$ cat config.mk
export PLATFORM = sky130hd
export DESIGN_NAME = transient_attack_decay_envelope_flat
export DESIGN_NICKNAME = d
export VERILOG_FILES = /design/src/hw/rtl/tade_pkg.sv /design/src/hw/rtl/tade_in_if.sv /design/src/hw/rtl/tade_out_if.sv /design/src/hw/rtl/tade_cfg_if.sv /design/src/hw/rtl/tade_dp.sv /design/src/hw/rtl/tade_ctrl.sv /design/src/hw/rtl/transient_attack_decay_envelope.sv /design/src/flat_wrapper.sv
export SDC_FILE = /design/constraint.sdc
export NUM_CORES = 2
export LEC_CHECK = 0
export ABC_AREA = 1
export BUFFER_PORTS_ARGS = -buffer_cell sky130_fd_sc_hd__buf_2
export CORE_UTILIZATION = 50
export DETAILED_ROUTE_END_ITERATION = 10
export GPL_TIMING_DRIVEN = 0
export PLACE_DENSITY_LB_ADDON = 0.05
export SYNTH_ARGS = -nofsm -noshare
export SYNTH_HDL_FRONTEND = slang
export SYNTH_HIERARCHICAL = 1
export SYNTH_SLANG_ARGS = --single-unit
$ cat constraint.sdc
create_clock -name clk -period 13.4 [get_ports clk]
set_input_delay 0.67 -clock clk [delete_from_list [all_inputs] [get_ports clk]]
set_output_delay 0.67 -clock clk [all_outputs]
set_load 0.05 [all_outputs]
$ cat src/hw/rtl/tade_pkg.sv
// ----------------------------------------------------------------------------
// tade_pkg: shared constants and types for the attack/decay envelope block
// Field widths, fixed-point constants, register indexes and the command and
// status bundles between controller and datapath.
// ----------------------------------------------------------------------------
package tade_pkg;

  // Field widths
  localparam int MAG_W      = 24;   // band magnitude, Q2.22
  localparam int DT_W       = 16;   // time step, 2^-16 s
  localparam int ENV_W      = 17;   // envelope / level, Q0.16 with 1.0 included
  localparam int SPAN_W     = 16;   // attack / decay span
  localparam int TRIG_W     = 17;   // trigger level
  localparam int CFG_IDX_W  = 2;
  localparam int CFG_DATA_W = 17;

  // Register indexes on the configuration port
  localparam logic [CFG_IDX_W-1:0] CFG_TRIGGER_LEVEL = 2'd0;
  localparam logic [CFG_IDX_W-1:0] CFG_ATTACK_SPAN   = 2'd1;
  localparam logic [CFG_IDX_W-1:0] CFG_DECAY_SPAN    = 2'd2;

  // Register reset values
  localparam logic [TRIG_W-1:0] TRIG_RST   = 17'd45875;
  localparam logic [SPAN_W-1:0] ATTACK_RST = 16'd3277;
  localparam logic [SPAN_W-1:0] DECAY_RST  = 16'd32768;

  localparam logic [ENV_W-1:0] ONE_Q16 = 17'd65536;

  // Log unit
  localparam int EXP_W  = 5;              // leading-one position 0..23
  localparam int FRAC_W = 16;             // log2 fraction bits
  localparam int Y_W    = 31;             // mantissa in Q1.30
  localparam int SQ_W   = 2 * Y_W;        // square product
  localparam int LG_W   = EXP_W + FRAC_W + 2;
  localparam int LVP_W  = 45;             // scaled log product / accumulator
  localparam logic signed [LG_W-1:0]  LG_BIAS       = 23'sd1441792;   // 22.0 in Q.16
  localparam logic signed [21:0]      LOG_SCALE_Q24 = 22'sd1683482;   // log10(2)/3
  localparam logic signed [LVP_W-1:0] ACC_BIAS      = 45'sh10000000000; // 1.0 in Q.40

  localparam int SQ_ROUNDS = 16;
  localparam int RND_W     = 4;

  // Restoring divider: (dt << 16) / span
  localparam int DVD_W     = 32;
  localparam int REM_W     = 17;
  localparam int DIV_W     = REM_W + DVD_W;
  localparam int DIV_CNT_W = 6;
  localparam logic [DIV_CNT_W-1:0] DIV_STEPS = 6'd32;

  typedef struct packed {
    logic load;        // take a new item
    logic norm_shift;  // shift mantissa left one place
    logic y_load;      // start squaring from the normalized mantissa
    logic sq_mul;      // square the mantissa
    logic sq_upd;      // fold one fraction bit
    logic lv_mul;      // scale the log
    logic lv_add;      // bias, clamp, compare against threshold
    logic div_step;    // one quotient bit in both dividers
    logic env_mul;     // envelope product
    logic env_wr;      // commit envelope and load result register
  } tade_cmd_t;

  typedef struct packed {
    logic norm_done;
    logic skip_log;
  } tade_sts_t;

endpackage

$ cat src/hw/rtl/tade_in_if.sv
// ----------------------------------------------------------------------------
// tade_in_if: input item channel
// Band magnitude, time step and analyzer flag with valid/ready.
// ----------------------------------------------------------------------------
interface tade_in_if;
  import tade_pkg::*;

  logic             valid;
  logic             ready;
  logic [MAG_W-1:0] band_magnitude;
  logic [DT_W-1:0]  time_step;
  logic             analyzer_ok;

  modport source (output valid, output band_magnitude, output time_step,
                  output analyzer_ok, input ready);
  modport sink   (input valid, input band_magnitude, input time_step,
                  input analyzer_ok, output ready);
endinterface

$ cat src/hw/rtl/tade_out_if.sv
// ----------------------------------------------------------------------------
// tade_out_if: result channel
// Envelope value with valid/ready.
// ----------------------------------------------------------------------------
interface tade_out_if;
  import tade_pkg::*;

  logic             valid;
  logic             ready;
  logic [ENV_W-1:0] envelope_out;

  modport source (output valid, output envelope_out, input ready);
  modport sink   (input valid, input envelope_out, output ready);
endinterface

$ cat src/hw/rtl/tade_cfg_if.sv
// ----------------------------------------------------------------------------
// tade_cfg_if: configuration write channel
// Register index and write data with valid/ready.
// ----------------------------------------------------------------------------
interface tade_cfg_if;
  import tade_pkg::*;

  logic                  valid;
  logic                  ready;
  logic [CFG_IDX_W-1:0]  index;
  logic [CFG_DATA_W-1:0] data;

  modport source (output valid, output index, output data, input ready);
  modport sink   (input valid, input index, input data, output ready);
endinterface

$ cat src/hw/rtl/tade_dp.sv
// ----------------------------------------------------------------------------
// tade_dp: envelope datapath
// Configuration registers, log2 unit (normalize + repeated squaring), level
// scaling, two restoring dividers and the envelope multiply.
// ----------------------------------------------------------------------------
module tade_dp (
  input  logic                            clk,
  input  logic                            rst_n,
  input  tade_pkg::tade_cmd_t             cmd,
  output tade_pkg::tade_sts_t             sts,
  input  logic [tade_pkg::MAG_W-1:0]      in_mag,
  input  logic [tade_pkg::DT_W-1:0]       in_dt,
  input  logic                            in_ok,
  input  logic                            cfg_we,
  input  logic [tade_pkg::CFG_IDX_W-1:0]  cfg_idx,
  input  logic [tade_pkg::CFG_DATA_W-1:0] cfg_data,
  output logic [tade_pkg::ENV_W-1:0]      out_env
);
  import tade_pkg::*;

  // One restoring step: remainder in the top field, dividend bits leave
  // the top of the low field while quotient bits enter at the bottom.
  function automatic logic [DIV_W-1:0] div_step(input logic [DIV_W-1:0] st,
                                                input logic [SPAN_W-1:0] dv);
    logic [REM_W-1:0] rs;
    logic [DIV_W-1:0] res;
    rs = {st[DVD_W+REM_W-2:DVD_W], st[DVD_W-1]};
    if (rs >= {1'b0, dv}) begin
      res = {rs - {1'b0, dv}, st[DVD_W-2:0], 1'b1};
    end else begin
      res = {rs, st[DVD_W-2:0], 1'b0};
    end
    return res;
  endfunction

  function automatic logic [ENV_W-1:0] frac_clamp(input logic [DVD_W-1:0] q);
    logic [ENV_W-1:0] f;
    if (q > DVD_W'(ONE_Q16)) begin
      f = ONE_Q16;
    end else begin
      f = q[ENV_W-1:0];
    end
    return f;
  endfunction

  logic [TRIG_W-1:0]       trig_r;
  logic [SPAN_W-1:0]       atk_span_r;
  logic [SPAN_W-1:0]       dcy_span_r;
  logic                    ok_r;
  logic [MAG_W-1:0]        mant_r;
  logic [EXP_W-1:0]        exp_r;
  logic [Y_W-1:0]          y_r;
  logic [SQ_W-1:0]         sq_prod_r;
  logic [FRAC_W-1:0]       frac_r;
  logic signed [LVP_W-1:0] lv_prod_r;
  logic                    attack_r;
  logic [DIV_W-1:0]        atk_div_r;
  logic [DIV_W-1:0]        dcy_div_r;
  logic [2*ENV_W-1:0]      env_prod_r;
  logic [ENV_W-1:0]        env_r;
  logic [ENV_W-1:0]        out_env_r;

  logic [DVD_W-1:0]        sq_top;
  logic signed [LG_W-1:0]  lg_w;
  logic signed [LVP_W-1:0] acc_w;
  logic [LVP_W-25:0]       lvq_w;
  logic [ENV_W-1:0]        lv_w;
  logic [ENV_W-1:0]        f_sel;
  logic [ENV_W-1:0]        a_op;
  logic [ENV_W-1:0]        b_op;
  logic [ENV_W-1:0]        p_w;
  logic [ENV_W-1:0]        env_new;

  always_comb begin
    sq_top = sq_prod_r[SQ_W-1:Y_W-1];
    lg_w   = signed'({2'b00, exp_r, frac_r}) - LG_BIAS;
    acc_w  = lv_prod_r + ACC_BIAS;
    lvq_w  = acc_w[LVP_W-1:24];
    if (acc_w <= 0) begin
      lv_w = '0;
    end else if (lvq_w > (LVP_W-24)'(ONE_Q16)) begin
      lv_w = ONE_Q16;
    end else begin
      lv_w = lvq_w[ENV_W-1:0];
    end
    f_sel   = attack_r ? frac_clamp(atk_div_r[DVD_W-1:0]) : frac_clamp(dcy_div_r[DVD_W-1:0]);
    a_op    = attack_r ? (ONE_Q16 - env_r) : env_r;
    b_op    = ONE_Q16 - f_sel;
    p_w     = env_prod_r[ENV_W+15:16];
    env_new = attack_r ? (ONE_Q16 - p_w) : p_w;
  end

  assign sts.norm_done = mant_r[MAG_W-1] || (exp_r == '0);
  assign sts.skip_log  = !ok_r || (mant_r == '0);
  assign out_env       = out_env_r;

  // Configuration and envelope state
  always_ff @(posedge clk) begin
    if (!rst_n) begin
      trig_r     <= TRIG_RST;
      atk_span_r <= ATTACK_RST;
      dcy_span_r <= DECAY_RST;
      env_r      <= '0;
    end else begin
      if (cfg_we) begin
        case (cfg_idx)
          CFG_TRIGGER_LEVEL: trig_r     <= cfg_data[TRIG_W-1:0];
          CFG_ATTACK_SPAN:   atk_span_r <= cfg_data[SPAN_W-1:0];
          CFG_DECAY_SPAN:    dcy_span_r <= cfg_data[SPAN_W-1:0];
          default: ;  // drop writes past the register list
        endcase
      end
      if (cmd.env_wr) begin
        env_r <= env_new;
      end
    end
  end

  // Working registers
  always_ff @(posedge clk) begin
    if (cmd.load) begin
      ok_r      <= in_ok;
      mant_r    <= in_mag;
      exp_r     <= EXP_W'(MAG_W - 1);
      attack_r  <= 1'b0;
      atk_div_r <= {{REM_W{1'b0}}, in_dt, {(DVD_W-DT_W){1'b0}}};
      dcy_div_r <= {{REM_W{1'b0}}, in_dt, {(DVD_W-DT_W){1'b0}}};
    end else begin
      if (cmd.norm_shift) begin
        mant_r <= {mant_r[MAG_W-2:0], 1'b0};
        exp_r  <= exp_r - 1'b1;
      end
      if (cmd.div_step) begin
        atk_div_r <= div_step(atk_div_r, atk_span_r);
        dcy_div_r <= div_step(dcy_div_r, dcy_span_r);
      end
      if (cmd.lv_add) begin
        attack_r <= (lv_w >= trig_r) && (lv_w > env_r);
      end
    end
    if (cmd.y_load) begin
      y_r    <= {mant_r, {(Y_W-MAG_W){1'b0}}};
      frac_r <= '0;
    end
    if (cmd.sq_mul) begin
      sq_prod_r <= y_r * y_r;
    end
    if (cmd.sq_upd) begin
      if (sq_top[DVD_W-1]) begin
        y_r    <= sq_top[DVD_W-1:1];
        frac_r <= {frac_r[FRAC_W-2:0], 1'b1};
      end else begin
        y_r    <= sq_top[Y_W-1:0];
        frac_r <= {frac_r[FRAC_W-2:0], 1'b0};
      end
    end
    if (cmd.lv_mul) begin
      lv_prod_r <= lg_w * LOG_SCALE_Q24;
    end
    if (cmd.env_mul) begin
      env_prod_r <= a_op * b_op;
    end
    if (cmd.env_wr) begin
      out_env_r <= env_new;
    end
  end

`ifndef SYNTHESIS
  a_env_in_range: assert property (@(posedge clk) disable iff (!rst_n)
    env_r <= ONE_Q16)
    else $error("envelope above 1.0");
`endif

endmodule

$ cat src/hw/rtl/tade_ctrl.sv
// ----------------------------------------------------------------------------
// tade_ctrl: envelope controller
// Sequences normalize, squaring rounds, level scaling, divider and envelope
// update; owns the result valid flag.
// ----------------------------------------------------------------------------
module tade_ctrl (
  input  logic                clk,
  input  logic                rst_n,
  input  logic                in_valid,
  output logic                in_ready,
  input  logic                out_ready,
  output logic                out_valid,
  input  tade_pkg::tade_sts_t sts,
  output tade_pkg::tade_cmd_t cmd
);
  import tade_pkg::*;

  typedef enum logic [3:0] {
    S_IDLE, S_NORM, S_SQ_MUL, S_SQ_UPD, S_LV_MUL, S_LV_ADD,
    S_DIV_WAIT, S_ENV_MUL, S_ENV_WR
  } state_t;

  state_t               state_r, state_nxt;
  logic [RND_W-1:0]     rnd_r, rnd_nxt;
  logic [DIV_CNT_W-1:0] div_cnt_r, div_cnt_nxt;
  logic                 out_valid_r, out_valid_nxt;

  assign in_ready  = (state_r == S_IDLE);
  assign out_valid = out_valid_r;

  always_comb begin
    state_nxt     = state_r;
    rnd_nxt       = rnd_r;
    div_cnt_nxt   = (div_cnt_r != '0) ? div_cnt_r - 1'b1 : div_cnt_r;
    out_valid_nxt = out_valid_r && !out_ready;
    cmd           = '0;
    cmd.div_step  = (div_cnt_r != '0);
    unique case (state_r)
      S_IDLE: begin
        if (in_valid) begin
          cmd.load    = 1'b1;
          div_cnt_nxt = DIV_STEPS;
          state_nxt   = S_NORM;
        end
      end
      S_NORM: begin
        priority if (sts.skip_log) begin
          state_nxt = S_DIV_WAIT;
        end else if (sts.norm_done) begin
          cmd.y_load = 1'b1;
          rnd_nxt    = '0;
          state_nxt  = S_SQ_MUL;
        end else begin
          cmd.norm_shift = 1'b1;
        end
      end
      S_SQ_MUL: begin
        cmd.sq_mul = 1'b1;
        state_nxt  = S_SQ_UPD;
      end
      S_SQ_UPD: begin
        cmd.sq_upd = 1'b1;
        rnd_nxt    = rnd_r + 1'b1;
        state_nxt  = (rnd_r == RND_W'(SQ_ROUNDS - 1)) ? S_LV_MUL : S_SQ_MUL;
      end
      S_LV_MUL: begin
        cmd.lv_mul = 1'b1;
        state_nxt  = S_LV_ADD;
      end
      S_LV_ADD: begin
        cmd.lv_add = 1'b1;
        state_nxt  = S_DIV_WAIT;
      end
      S_DIV_WAIT: begin
        if (div_cnt_r == '0) begin
          state_nxt = S_ENV_MUL;
        end
      end
      S_ENV_MUL: begin
        cmd.env_mul = 1'b1;
        state_nxt   = S_ENV_WR;
      end
      S_ENV_WR: begin
        if (!out_valid_r || out_ready) begin
          cmd.env_wr    = 1'b1;
          out_valid_nxt = 1'b1;
          state_nxt     = S_IDLE;
        end
      end
      default: state_nxt = S_IDLE;
    endcase
  end

  always_ff @(posedge clk) begin
    if (!rst_n) begin
      state_r     <= S_IDLE;
      rnd_r       <= '0;
      div_cnt_r   <= '0;
      out_valid_r <= 1'b0;
    end else begin
      state_r     <= state_nxt;
      rnd_r       <= rnd_nxt;
      div_cnt_r   <= div_cnt_nxt;
      out_valid_r <= out_valid_nxt;
    end
  end

`ifndef SYNTHESIS
  a_div_done: assert property (@(posedge clk) disable iff (!rst_n)
    (state_r == S_ENV_MUL) |-> (div_cnt_r == '0))
    else $error("envelope update before divider finished");
`endif
`ifndef SYNTHESIS
  a_all_rounds: assert property (@(posedge clk) disable iff (!rst_n)
    (state_r == S_LV_MUL) |-> ($past(state_r) == S_SQ_UPD && rnd_r == '0))
    else $error("level scaling started before all squaring rounds");
`endif
`ifndef SYNTHESIS
  a_no_overrun: assert property (@(posedge clk) disable iff (!rst_n)
    (state_r == S_ENV_WR && out_valid_r && !out_ready) |=>
      (state_r == S_ENV_WR && out_valid_r))
    else $error("result register overwritten before transfer");
`endif

endmodule

$ cat src/hw/rtl/transient_attack_decay_envelope.sv
// ----------------------------------------------------------------------------
// transient_attack_decay_envelope: attack/decay envelope follower
// Turns a band magnitude into a dB-normalized level and moves a Q0.16
// envelope toward 1.0 (attack) or 0 (decay) by a time-step fraction.
// ----------------------------------------------------------------------------
//
//  Channel   Dir   Handshake      Payload
//  in_ch     in    valid/ready    band_magnitude[23:0], time_step[15:0],
//                                 analyzer_ok
//  out_ch    out   valid/ready    envelope_out[16:0]
//  cfg_ch    in    valid/ready    index[1:0], data[16:0]
//
//  One item at a time. The log is skipped when the analyzer is not valid or
//  the magnitude is zero; otherwise the time to a result is set by the
//  one-bit-per-cycle normalize shift (23 minus the magnitude's leading-one
//  position) and 16 squaring rounds (multiply, then update) of the log2 unit.
//  Both 32-step dividers run alongside the log and never add cycles there.
//  in_ch.ready is high in idle, also while a result waits in the output
//  register; a finished item holds until that register is free.
//  cfg_ch is always ready. Reset (rst_n low, synchronous) restores register
//  defaults and clears the envelope.
// ----------------------------------------------------------------------------
module transient_attack_decay_envelope (
  input  logic         clk,
  input  logic         rst_n,
  tade_in_if.sink      in_ch,
  tade_out_if.source   out_ch,
  tade_cfg_if.sink     cfg_ch
);
  import tade_pkg::*;

  tade_cmd_t        cmd;
  tade_sts_t        sts;
  logic             in_ready;
  logic             out_valid;
  logic [ENV_W-1:0] out_env;

  // Configuration writes go straight into their registers, so never back-pressure them.
  assign cfg_ch.ready = 1'b1;

  assign in_ch.ready         = in_ready;
  assign out_ch.valid        = out_valid;
  assign out_ch.envelope_out = out_env;

  // Controller: walks normalize -> square rounds -> level -> divider wait -> envelope
  // (the log steps are passed over when the log is skipped), and holds the result until its transfer.
  tade_ctrl u_ctrl (
    .clk       (clk),
    .rst_n     (rst_n),
    .in_valid  (in_ch.valid),
    .in_ready  (in_ready),
    .out_ready (out_ch.ready),
    .out_valid (out_valid),
    .sts       (sts),
    .cmd       (cmd)
  );

  // Datapath: captures the item on cmd.load, and keeps configuration and
  // envelope state.
  tade_dp u_dp (
    .clk      (clk),
    .rst_n    (rst_n),
    .cmd      (cmd),
    .sts      (sts),
    .in_mag   (in_ch.band_magnitude),
    .in_dt    (in_ch.time_step),
    .in_ok    (in_ch.analyzer_ok),
    .cfg_we   (cfg_ch.valid),
    .cfg_idx  (cfg_ch.index),
    .cfg_data (cfg_ch.data),
    .out_env  (out_env)
  );

endmodule
$ cat src/flat_wrapper.sv
// flat-port wrapper written by rule: the top's interface ports become plain ports
module transient_attack_decay_envelope_flat import tade_pkg::*;
  (clk, rst_n, in_ch_valid, in_ch_band_magnitude, in_ch_time_step, in_ch_analyzer_ok, in_ch_ready, out_ch_valid, out_ch_envelope_out, out_ch_ready, cfg_ch_valid, cfg_ch_index, cfg_ch_data, cfg_ch_ready);
  tade_in_if in_ch_i ();
  tade_out_if out_ch_i ();
  tade_cfg_if cfg_ch_i ();
  input  logic clk;
  input  logic rst_n;
  input wire logic [$bits(in_ch_i.valid)-1:0] in_ch_valid;
  input wire logic [$bits(in_ch_i.band_magnitude)-1:0] in_ch_band_magnitude;
  input wire logic [$bits(in_ch_i.time_step)-1:0] in_ch_time_step;
  input wire logic [$bits(in_ch_i.analyzer_ok)-1:0] in_ch_analyzer_ok;
  output wire logic [$bits(in_ch_i.ready)-1:0] in_ch_ready;
  output wire logic [$bits(out_ch_i.valid)-1:0] out_ch_valid;
  output wire logic [$bits(out_ch_i.envelope_out)-1:0] out_ch_envelope_out;
  input wire logic [$bits(out_ch_i.ready)-1:0] out_ch_ready;
  input wire logic [$bits(cfg_ch_i.valid)-1:0] cfg_ch_valid;
  input wire logic [$bits(cfg_ch_i.index)-1:0] cfg_ch_index;
  input wire logic [$bits(cfg_ch_i.data)-1:0] cfg_ch_data;
  output wire logic [$bits(cfg_ch_i.ready)-1:0] cfg_ch_ready;
  assign in_ch_i.valid = in_ch_valid;
  assign in_ch_i.band_magnitude = in_ch_band_magnitude;
  assign in_ch_i.time_step = in_ch_time_step;
  assign in_ch_i.analyzer_ok = in_ch_analyzer_ok;
  assign in_ch_ready = in_ch_i.ready;
  assign out_ch_valid = out_ch_i.valid;
  assign out_ch_envelope_out = out_ch_i.envelope_out;
  assign out_ch_i.ready = out_ch_ready;
  assign cfg_ch_i.valid = cfg_ch_valid;
  assign cfg_ch_i.index = cfg_ch_index;
  assign cfg_ch_i.data = cfg_ch_data;
  assign cfg_ch_ready = cfg_ch_i.ready;
  transient_attack_decay_envelope u_core (.clk(clk), .rst_n(rst_n), .in_ch(in_ch_i), .out_ch(out_ch_i), .cfg_ch(cfg_ch_i));
endmodule
-- Word level (Yosys, flattened, before mapping)
Index checks and enable logic that the tools add are counted.
Widths: inputs -> output; s select.
- register bits: 411
- input bits: 65
- output and inout port bits: 20
- logic and storage cells: 132
- add/subtract/negate cells: 10
- $mul: 3
- $lt $le $gt $ge: 8
- equality and inequality tests: 17
- mux-type cells: 49
- reductions and logical operators: 23
- operators by type and width (operator ; count):
    $mux 32 ; 4
    $mux 17 ; 7
    $mux 48 ; 2
    $mux 31 ; 3
    $gt 32x17->1 const B ; 2
    $mul 31x31->62 ; 1
    $sub 17x17->17 const A ; 3
    $mux 24 ; 2
    $add 45x42->45 const B ; 1
    $le 45x1->1 const B ; 1
    $mul 22x21->43 const B ; 1
    $pmux 4 s9 ; 1
    $ge 17x16->1 ; 2
    $mul 17x17->33 ; 1
    $mux 16 ; 2
    $sub 16x16->16 ; 2
    $mux 4 ; 7
    $logic_not 24->1 ; 1
    $sub 21x21->22 const B ; 1
    $gt 21x17->1 const B ; 1
    $mux 6 ; 3
    $ge 17x17->1 ; 1
    $gt 17x17->1 ; 1
    $eq 4x3->1 const B ; 4
    other kinds (27) ; 56

-- Logic depth before layout (Yosys ltp)
- depth in word-level cells: 7
- gate-level depth with buffers: 50
- depth with buffers taken out: 49

-- Modules after synthesis
Netlist, hierarchy kept.
- by module, submodules not included (module ; instances ; cells each ; area an instance (sq um) ; sequential area each (sq um)):
    tade_dp ; 1 ; 7101 ; 61426.4 ; 9118.7
    tade_ctrl ; 1 ; 126 ; 892.1 ; 300.3
    transient_attack_decay_envelope ; 1 ; 2 ; 11.3 ; 0.0

-- Worst setup path after synthesis
OpenSTA, ideal clock, no wires.
- path type: reg-to-reg
- from: register u_core.u_dp.env_r[0]
- to: register u_core.u_dp.env_prod_r[30] (data pin)
- library setup time: 0.265 ns
- arrival: 7.065 ns
- required time: 13.135 ns
- path slack: 6.070 ns
- stages on the path, launching flop included: 36
- buffers on the path: 3
- period minus slack after synthesis: 7.330 ns
- cells stage by stage: dfxtp_1 buf_6 inv_1 clkbuf_1 ha_1 inv_1 nor3_1 inv_1 nor3_1 nand4_1 nand2_1 xor2_1 clkbuf_1 nand2_1 fa_1 fa_1 fa_1 inv_1 fa_1 fa_1 inv_1 fa_1 inv_1 ha_1 nand2_1 nor2_1 nand4_1 o21ai_0 nand3_1 nand3_1 a21boi_0 nand2_1 o211ai_1 nand3_1 o211ai_1 xor2_1
- cells in the longest elaborated chain, start to end: 3
- ends and longest elaborated chain (element ; RTL line ; source):
    start, declared ; tade_dp.sv:60 ; logic [ENV_W-1:0] env_r;
    start signal, assigned ; tade_dp.sv:114 ; env_r <= env_new;
    $sub 17x17->17 ; tade_dp.sv:87 ; a_op = attack_r ? (ONE_Q16 - env_r) : env_r;
    $mux 17 * ; tade_dp.sv:87 ;
    $mul 17x17->33 * ; tade_dp.sv:161 ; env_prod_r <= a_op * b_op;
    end signal, assigned ; tade_dp.sv:161 ;
    end, declared ; tade_dp.sv:59 ; logic [2*ENV_W-1:0] env_prod_r;
Every way passes the cells marked *; elsewhere a longest branch is shown, timed or not.
A chain may end at the register's enable or synchronous reset.

-- Worst setup path in the final report
Same ends and word-level chain as after synthesis.

==> summary.md <==
| Metric | Value |
|---|---|
| Result of the run | `finished clean` |
| Combinational family with the most area after synthesis | `adder cells` |
| Global-route total usage across every layer | `30.0%` |
| Number of enable flip-flop cells after synthesis | `213` |
| Area of the die | `126000 um2` |
| Clock-pin slew of the registers on the worst-case setup and hold paths | `60 ps` |
| Row cnt | `about 130` |
| Synth Area in XOR/XNOR | `approximately 2.7%` |
| Share of the clock period used by the worst path | `roughly 77%` |
| Slowest cell on the critical path | `sky130_fd_sc_hd__xor2_1` |
| Min cycle time layout | `10340 ps` |
| Critical register-to-register path endpoint | `u_core/u_dp/env_prod_r[30]` |
| Hold Violations, Final | `0` |
| Antenna violations before repair | `4` |
| Dominant cell type by area after synthesis | `sky130_fd_sc_hd__fa_1` |
| Layout Skew | `38.3 ps` |
| Hold Buf Count CTS | `0` |
| Count of clock tree sinks | `364` |
| Clock root buffer | `sky130_fd_sc_hd__clkbuf_16` |
| Startpoint Class | `flop` |
| 1st-iter DRT viols | `3911` |
| Avg Synthesized Cell Area | `8.62 um2` |
| Launch point of the worst reg-to-reg path | `u_core/u_dp/env_r[0]` |
| DRC viols | `0` |
| Insertion delay to the later sink of the worst-skew pair | `~570 ps` |
| Portion of the post-synthesis area used by sequential elements | `approximately 15%` |
| Length in cells of the worst reg-to-reg path | `35` |
| Crit path arrival time | `10700 ps` |
| Via count of the first global-routing pass | `between 40000 and 50000` |
| Post-synth top cells | `sky130_fd_sc_hd__inv_1 (2109), sky130_fd_sc_hd__fa_1 (1122), sky130_fd_sc_hd__nand2_1 (1080), sky130_fd_sc_hd__ha_1 (631), sky130_fd_sc_hd__nor2_1 (375)` |
| Final Setup Violations | `0` |
| Worst-case clock buffer depth | `3` |
| Vias after detailed routing | `47500` |
| Fraction of post-synthesis cell area in the top cell type by area | `36.0%` |
| Cells after Synth | `a little over 7000` |
| Path type of the worst min-delay path | `input port to flop` |
| Type of element capturing the critical path | `flop` |
| Count of nets left with antenna violations after detail routing | `0` |
| Die height | `approximately 360 um` |
| Largest cells by area after synthesis | `sky130_fd_sc_hd__fa_1 (36%), sky130_fd_sc_hd__inv_1 (13%), sky130_fd_sc_hd__ha_1 (13%), sky130_fd_sc_hd__edfxtp_1 (10%), sky130_fd_sc_hd__nand2_1 (6.5%)` |
| Max-slew violation count | `0` |
| Drt total wl | `between 150000 and 200000 um` |
| RSZ-0062 raised after global routing | `no` |
| Global-route wire length before repair | `approximately 290000 um` |
| Gp weighted congestion | `0.987` |
| Mapped Nets | `just over 9000` |
| Count leader, synth | `sky130_fd_sc_hd__inv_1` |
| Max_cap viols | `0` |
| Achievable clock frequency | `96.8 MHz` |
| Fraction of registers with async set/reset | `0%` |
| Post-synthesis sequential element count | `364` |
| Remaining global-route overflow | `0` |
| Summed instance area of the synthesized netlist | `62300 um2` |
| CP max FO | `10` |
| Number of instances on the worst hold path | `1` |
| Horizontal die dimension | `355 um` |
| Number of levels in the clock H-tree | `2` |
| Count of port buffers added during placement | `83` |
| Mux cell area share after synthesis | `less than 1%` |
| Worst Hold Path EP | `u_core/u_dp/ok_r` |
| Layout net count | `9177` |
| Syn-to-layout area delta | `6.21%` |
| Post-synth top flop | `sky130_fd_sc_hd__edfxtp_1` |
| Initial core utilization | `50.4%` |
| Detailed-placement wirelength estimate | `156000 um` |
| Wire length per cell after detailed routing | `between 20 and 25 um` |
| Synth Area in Adders | `48.7%` |
| Number of buffers created by CTS | `39` |
| Post-Synth Simple-Gate Area | `11.8%` |
| Hold path startpoint | `in_ch_analyzer_ok` |
| Pin count of the biggest net entering global routing | `48` |
| Compound-gate portion of the synthesized area | `7.46%` |
| Number of unique standard cell types used by synthesis | `70` |
| Critical path required time | `13760 ps` |
| Detailed-route vias per instance | `5.26` |
| # IOs | `85` |
| Critical Setup Path Class | `flop to flop` |
| Number of detailed-route iterations in the first pass | `6` |
| Gates resized, CTS repair | `0` |
| Worst stage delay on the critical path | `890 ps` |
| CORE AREA | `124000 um2` |
| Headroom to the max-slew limit | `8.38%` |
| Clock tree from TritonCTS | `yes` |
| Post-CTS Setup Inserts | `0` |
| Worst slack on hold paths | `291 ps` |
| Register-to-register path setup slack | `3060 ps` |
| Least-Margin Pin Slew | `1370 ps` |
| Warnings, synthesis | `6` |
| Proportion of layout cells with a drive suffix above 1 | `3.82%` |
| Fin Setup TNS | `0 ps` |
per-stage QoR:
stage / area [um2] / worst slack (ps) / std cells / utilization, %
after floorplan: 62300 / 6070 / 7229 / -
after detailed placement: 64900 / 3160 / 8955 / 52.5
after CTS: 66200 / 3100 / 9025 / 53.5
final: 66200 / 3060 / 9026 / 53.5
after global routing: 66200 / 2430 / 9025 / 53.5
after global placement: 64800 / 3180 / 8949 / 52.4
worst max-delay path by stage:
stage,start,end,depth (start not counted)
6_report,u_core/u_dp/env_r[0],u_core/u_dp/env_prod_r[30],35
5_1_grt,u_core/u_dp/env_r[0],u_core/u_dp/env_prod_r[30],35
4_1_cts,u_core/u_dp/env_r[0],u_core/u_dp/env_prod_r[30],35
3_5_place_dp,u_core/u_dp/env_r[0],u_core/u_dp/env_prod_r[30],35
3_3_place_gp,u_core/u_dp/env_r[0],u_core/u_dp/env_prod_r[30],35
2_1_floorplan,u_core/u_dp/env_r[0],u_core/u_dp/env_prod_r[30],35
worst max-delay path, delay by kind of cell, from the launching register on:
family / cells / cell delay (ps)
xor+xnor: 2 / 1120
flops: 1 / 330
compound gates: 4 / 1350
simple gates: 12 / 1850
buf+inv: 9 / 1740
fa+ha+maj: 8 / 3710
per-layer routing:
metal	wire [um]	part of all wire (%)	track usage, %
met1	86000	47	45.4
met2	80400	44	45.3
met5	13	0.0071	0
met3	13700	7.5	4.66
met4	4080	2.2	5.92
final cells by class:
class,count,area [um2]
Timing Repair Buffer,89,546
Antenna cell,1,2.50
Clock inverter,18,164
Inverter,2144,8060
Buffer,196,830
Clock buffer,52,1090
Multi-Input combinational cell,4525,44000
Sequential cell,364,9420
Tap cell,1637,2050
Fill cell,11900,57400
kinds of logic after synthesis:
| logic type | Yosys count |
|---|---|
| XOR/XNOR | 188 |
| buffers and inverters | 2340 |
| other | 1 |
| multiplexers | 1 |
| AO/OA/AOI/OAI | 811 |
| flip-flops | 364 |
| AND/OR/NAND/NOR | 1771 |
| adder cells (fa/ha/maj) | 1753 |
cell usage in the layout, fill, tap and decap left out, types with 93 or more instances in the layout:
| master | count |
|---|---|
| sky130_fd_sc_hd__fa_1 | 1122 |
| sky130_fd_sc_hd__clkbuf_1 | 165 |
| sky130_fd_sc_hd__dfxtp_1 | 151 |
| sky130_fd_sc_hd__xor2_1 | 108 |
| sky130_fd_sc_hd__edfxtp_1 | 213 |
| sky130_fd_sc_hd__nand2_1 | 1080 |
| sky130_fd_sc_hd__buf_2 | 93 |
| sky130_fd_sc_hd__o21ai_0 | 230 |
| sky130_fd_sc_hd__inv_1 | 2109 |
| sky130_fd_sc_hd__a21oi_1 | 297 |
| sky130_fd_sc_hd__o22ai_1 | 104 |
| sky130_fd_sc_hd__nand3_1 | 126 |
| sky130_fd_sc_hd__nor2_1 | 371 |
| sky130_fd_sc_hd__ha_1 | 631 |
flip-flops by register name, indices dropped and copies added (netlist names), 5 cells and up:
name,count
u_core/u_ctrl/div_cnt_r,6
u_core/u_dp/atk_div_r,48
u_core/u_dp/atk_span_r,16
u_core/u_dp/dcy_div_r,48
u_core/u_dp/dcy_span_r,16
u_core/u_dp/env_prod_r,17
u_core/u_dp/env_r,17
u_core/u_dp/exp_r,5
u_core/u_dp/frac_r,16
u_core/u_dp/lv_prod_r,43
u_core/u_dp/mant_r,24
u_core/u_dp/out_env,17
u_core/u_dp/sq_prod_r,32
u_core/u_dp/trig_r,17
u_core/u_dp/y_r,31
Power is not shown: default switching activity piles up to over one toggle a cycle in this logic, so the estimate is an artifact.
